## config.mk

```make
export PLATFORM = sky130hd
export DESIGN_NAME = msrr_window_eval
export DESIGN_NICKNAME = d
export VERILOG_FILES = /design/src/rtl/msrr_pkg.sv /design/src/rtl/msrr_window_eval.sv
export SDC_FILE = /design/constraint.sdc
export NUM_CORES = 1
export LEC_CHECK = 0
export BUFFER_PORTS_ARGS = -buffer_cell sky130_fd_sc_hd__buf_2
export CORE_MARGIN = 5
export CORE_UTILIZATION = 40
export DETAILED_ROUTE_END_ITERATION = 8
export SLEW_MARGIN = 15
export SYNTH_ARGS = -nofsm -noshare
export SYNTH_HDL_FRONTEND = slang
export SYNTH_SLANG_ARGS = --single-unit
```

## constraint.sdc

```tcl
create_clock -name vclk -period 7.3
set_clock_uncertainty 0.15 [all_clocks]
set_input_delay 0 -clock vclk [all_inputs]
set_output_delay 0 -clock vclk [all_outputs]
set_load 0.01 [all_outputs]
```

## src/rtl/msrr_pkg.sv

```systemverilog
// msrr_pkg: shared types and constants of the multi-stage range remap block
// no dependencies; used by the top level and msrr_window_eval
`default_nettype none

package msrr_pkg;

	localparam logic [1:0] FUNC_WRITE   = 2'd0;
	localparam logic [1:0] FUNC_XLATE   = 2'd1;
	localparam logic [1:0] FUNC_RESTART = 2'd2;

	localparam logic [31:0] INT_MAX = 32'h7FFF_FFFF;

	typedef enum logic [1:0] {
		ST_CLEAR,
		ST_IDLE,
		ST_SCAN,
		ST_DONE
	} state_t;

	typedef struct packed {
		logic hit;
		logic zero;
	} eval_flags_t;

endpackage

`default_nettype wire

```

## src/rtl/msrr_window_eval.sv

```systemverilog
// msrr_window_eval: tests a value against one window and forms its remapped value
// depends on msrr_pkg for the flag struct
`default_nettype none

module msrr_window_eval #(
	parameter int VALUE_BITS = 32
) (
	input  wire logic [VALUE_BITS-1:0]   value,
	input  wire logic [3*VALUE_BITS-1:0] window,
	output msrr_pkg::eval_flags_t        flags,
	output logic      [VALUE_BITS-1:0]   mapped
);

	logic [VALUE_BITS-1:0] dest;
	logic [VALUE_BITS-1:0] src;
	logic [VALUE_BITS-1:0] len;
	logic [VALUE_BITS:0]   bound;

	always_comb begin
		dest       = window[3*VALUE_BITS-1:2*VALUE_BITS];
		src        = window[2*VALUE_BITS-1:VALUE_BITS];
		len        = window[VALUE_BITS-1:0];
		// upper bound kept one bit wider so it never wraps
		bound      = {1'b0, src} + {1'b0, len};
		flags.zero = (window == '0);
		flags.hit  = (value >= src) && ({1'b0, value} < bound);
		mapped     = value + dest - src;
	end

endmodule

`default_nettype wire
```

# Yosys cells after proc, flatten, opt, wreduce, memory -nomap -nowiden

Index checks and enable logic that the tools add are counted.

Bits in registers: 0
Bits of input ports: 128
Output and inout port bits: 34
Logic and storage cells: 7

Reductions and logical operators: 2
Add/subtract/negate cells: 3
$lt $le $gt $ge: 2

Operators with widths:

| operator                      | count |
|---|---|
| logical NOT 96 bit            | 1 |
| adder 32 x 32 -> 33 bit       | 1 |
| < comparator 32 x 33 -> 1 bit | 1 |
| adder 32 bit                  | 1 |
| >= comparator 32 bit          | 1 |
| subtractor 32 bit             | 1 |
| logical AND 1 bit             | 1 |

# Depth between registers and ports, before layout

Depth in word-level cells: 3
Depth in mapped cells: 20
Gate-level depth less buffers: 20

# Least setup slack after synthesis

Ideal clock, no wire load.

Path type: input -> output
Start point: in window[0]
End point: out flags[1] (netlist name)
Stages: 20
Slack: 3647 ps
Arrival time: 3503 ps
Required time: 7150 ps
Buffers on the path: 0
Path through: ha_1 > fa_1 > a21o_1 > a21oi_2 > o21ai_1 > a2111o_1 > a31oi_2 > o21ai_0 > o21ai_0 > xnor2_1 > ha_1 > a21o_1 > a21o_1 > a21oi_1 > nand2_1 > a21oi_1 > nor2_1 > a211oi_1 > nor4_1 > a31oi_1

RTL lines:

| item               | line                   | text |
|---|---|---|
| start: declaration | msrr_window_eval.sv:9  | `input wire logic [3*VALUE_BITS-1:0] window,` |
| end: declaration   | msrr_window_eval.sv:10 | `output msrr_pkg::eval_flags_t flags,` |

==> flow_summary.json <==
{
  "hold_viol_final": 0,
  "die-area_mm2": 0.0174,
  "wl_per_cell_um": 16.7,
  "grt_use_total": 0.209,
  "hp-class": "input port to output port",
  "route.detailed.drc": 0,
  "synth.cell_area_mm2": 0.00596,
  "viasPerCell": 5.28,
  "multi_input_area_mm2": 0.00529,
  "maxCapViolCount": 0,
  "ir_drop_mv": 0.0424,
  "core_area_mm2": 0.0146,
  "clock.fmax_mhz": 234,
  "dp_cells": 1158,
  "syn_avg_cell_area_um2": 7.31,
  "synth.net_count": 1102,
  "first_global_vias": 5885,
  "syn2layout_area_growth_pct": 17.4,
  "core.rowCount": 44,
  "p_comb_frac": 1.000,
  "slew_headroom": 0.508,
  "yosysSeqAreaShare": 0,
  "regArea_um2": 0,
  "wl_um": 19400,
  "dp.final_hpwl_um": 17800,
  "routabilityCongestion": 0.918,
  "end_kind": "output port",
  "status": "complete, no violations",
  "netlist_instances": 815,
  "grt_max_degree": 9,
  "antenna_found_initial": 3,
  "final_cells": 1161,
  "n_clock_buffer": 0,
  "flops_and_latches": 0,
  "swShare": 0.558,
  "nFillCells": 1556,
  "nets": 1263,
  "setup_violations": 0,
  "maxSlewViolCount": 0,
  "yosysTopAreaCellShare": 0.267,
  "yosys_warnings": 0,
  "die_y_um": 132,
  "grt_pass1_wl_um": 30100,
  "die_width_um": 132,
  "synth_top_area_cell": "ha_1",
  "utilization": 0.480,
  "p_clk_frac": 0,
  "drive_above_1_share": 0.191,
  "dp_slack_ns": 3.05,
  "seqPwrFrac": 0,
  "tns_ns": 0,
  "post_cts_resized": 0,
  "worst_pin_slew_ns": 0.720,
  "p_sw_uw": 486,
  "min_period_over_period": 0.586,
  "synthTopCellsByArea": "ha_1 27%, inv_1 11%, fa_1 11%",
  "first_pass_iters": 5,
  "ctsHoldBuffers": 0,
  "rsz0062_at_grt": "no",
  "min_period_ns": 4.27,
  "drtIter0Drc": 356,
  "critPathArrivalTime_ns": 4.12,
  "setup_slack_ns": 3.03,
  "drtAntennaViolNets": 0,
  "port_buffers": 162,
  "cp.required_ns": 7.15,
  "path_class": "input port to output port",
  "io_pins": 162,
  "start_util": 0.409,
  "cp-start-kind": "input port",
  "grt.overflow.total": 0,
  "p_int_uw": 386,
  "powerDensity_mw_per_mm2": 125,
  "synth.distinct_cells": 59,
  "num_vias": 6126,
  "final_common_cell": "inv_1",
  "worst-path-max-fanout": 4,
  "power_uw": 872,
  "leakage_uw": 0.00401,
  "final_cell_mix": "175 x inv_1, 162 x buf_2, 127 x ha_1",
  "cts_setup_buffers": 0
}
-- routing by layer --
metal | part of all wire | track usage
met1 | 0.48 | 0.301
met4 | 0.021 | 0.0383
met3 | 0.045 | 0.0115
met5 | 0 | 0
met2 | 0.45 | 0.348
-- Yosys cell counts (3+ instances only) --
| master | instances |
|---|---|
| a211oi_1 | 14 |
| a21o_1 | 50 |
| a21oi_1 | 64 |
| a221oi_1 | 4 |
| a31oi_1 | 4 |
| and3_1 | 5 |
| and3_2 | 3 |
| fa_1 | 32 |
| ha_1 | 127 |
| inv_1 | 175 |
| nand2_1 | 29 |
| nand2b_1 | 11 |
| nand3_1 | 14 |
| nand4_1 | 24 |
| nor2_1 | 39 |
| nor2b_1 | 7 |
| nor3_1 | 13 |
| nor4_1 | 28 |
| o211ai_1 | 5 |
| o21a_1 | 6 |
| o21ai_0 | 40 |
| o21ai_1 | 3 |
| o21bai_1 | 13 |
| o31ai_1 | 4 |
| or2_2 | 3 |
| xnor2_1 | 33 |
| xor2_1 | 21 |
-- kinds of logic after synthesis --
logic type                 count (synthesis)  synth area share
muxes                                      2           0.00357
and+or+nand+nor                          188             0.167
AOI/OAI and AO/OA                        234             0.263
buffers and inverters                    178             0.112
adders and majority gates                159             0.374
xor gates and xnor gates                  54            0.0793
-- critical path, cell delays in order --
cell and delay (ns):
buf_2 0.13, ha_1 0.21, fa_1 0.40, a21o_1 0.18, a21oi_2 0.19, o21ai_1 0.13, a2111o_1 0.41, a31oi_2 0.26
o21ai_0 0.14, o21ai_0 0.14, xnor2_1 0.19, ha_1 0.28, a21o_1 0.16, a21o_1 0.17, a21oi_1 0.18, nand2_1 0.08
a21oi_1 0.14, nor2_1 0.06, a211oi_1 0.23, nor4_1 0.09, a31oi_1 0.18, buf_2 0.16
-- area by class of cell --
class              instances  share of cell area
diodes                     3             0.00107
repair buffers           162               0.116
multi-input cells        637               0.756
well taps                184              0.0329
inverters                175              0.0939
-- power by group through the flow --
| stage | Clock [µW] | Sequential [µW] | Combinational [µW] |
|---|---|---|---|
| floorplan | 0 | 0 | 604 |
| global placement | 0 | 0 | 867 |
| detailed placement | 0 | 0 | 870 |
| CTS | 0 | 0 | 874 |
| global route | 0.0000550 | 0 | 984 |
| finish | 0.0000550 | 0 | 872 |
-- stage by stage --
| stage | hold slack, ns | area, µm² |
|---|---|---|
| after CTS | 0.202 | 6990 |
| after floorplan | -0.0123 | 5960 |
| after global placement | 0.198 | 6990 |
| after detailed placement | 0.191 | 6990 |
| after global routing | 0.241 | 7000 |
| final | 0.195 | 7000 |
-- final timing paths --
kind       start        end  slack, ns  cells after the start
max   window[32]   flags[1]       3.03                     22
min     value[0]  mapped[0]       0.19                      3
Power figures use the tool's default switching activity.
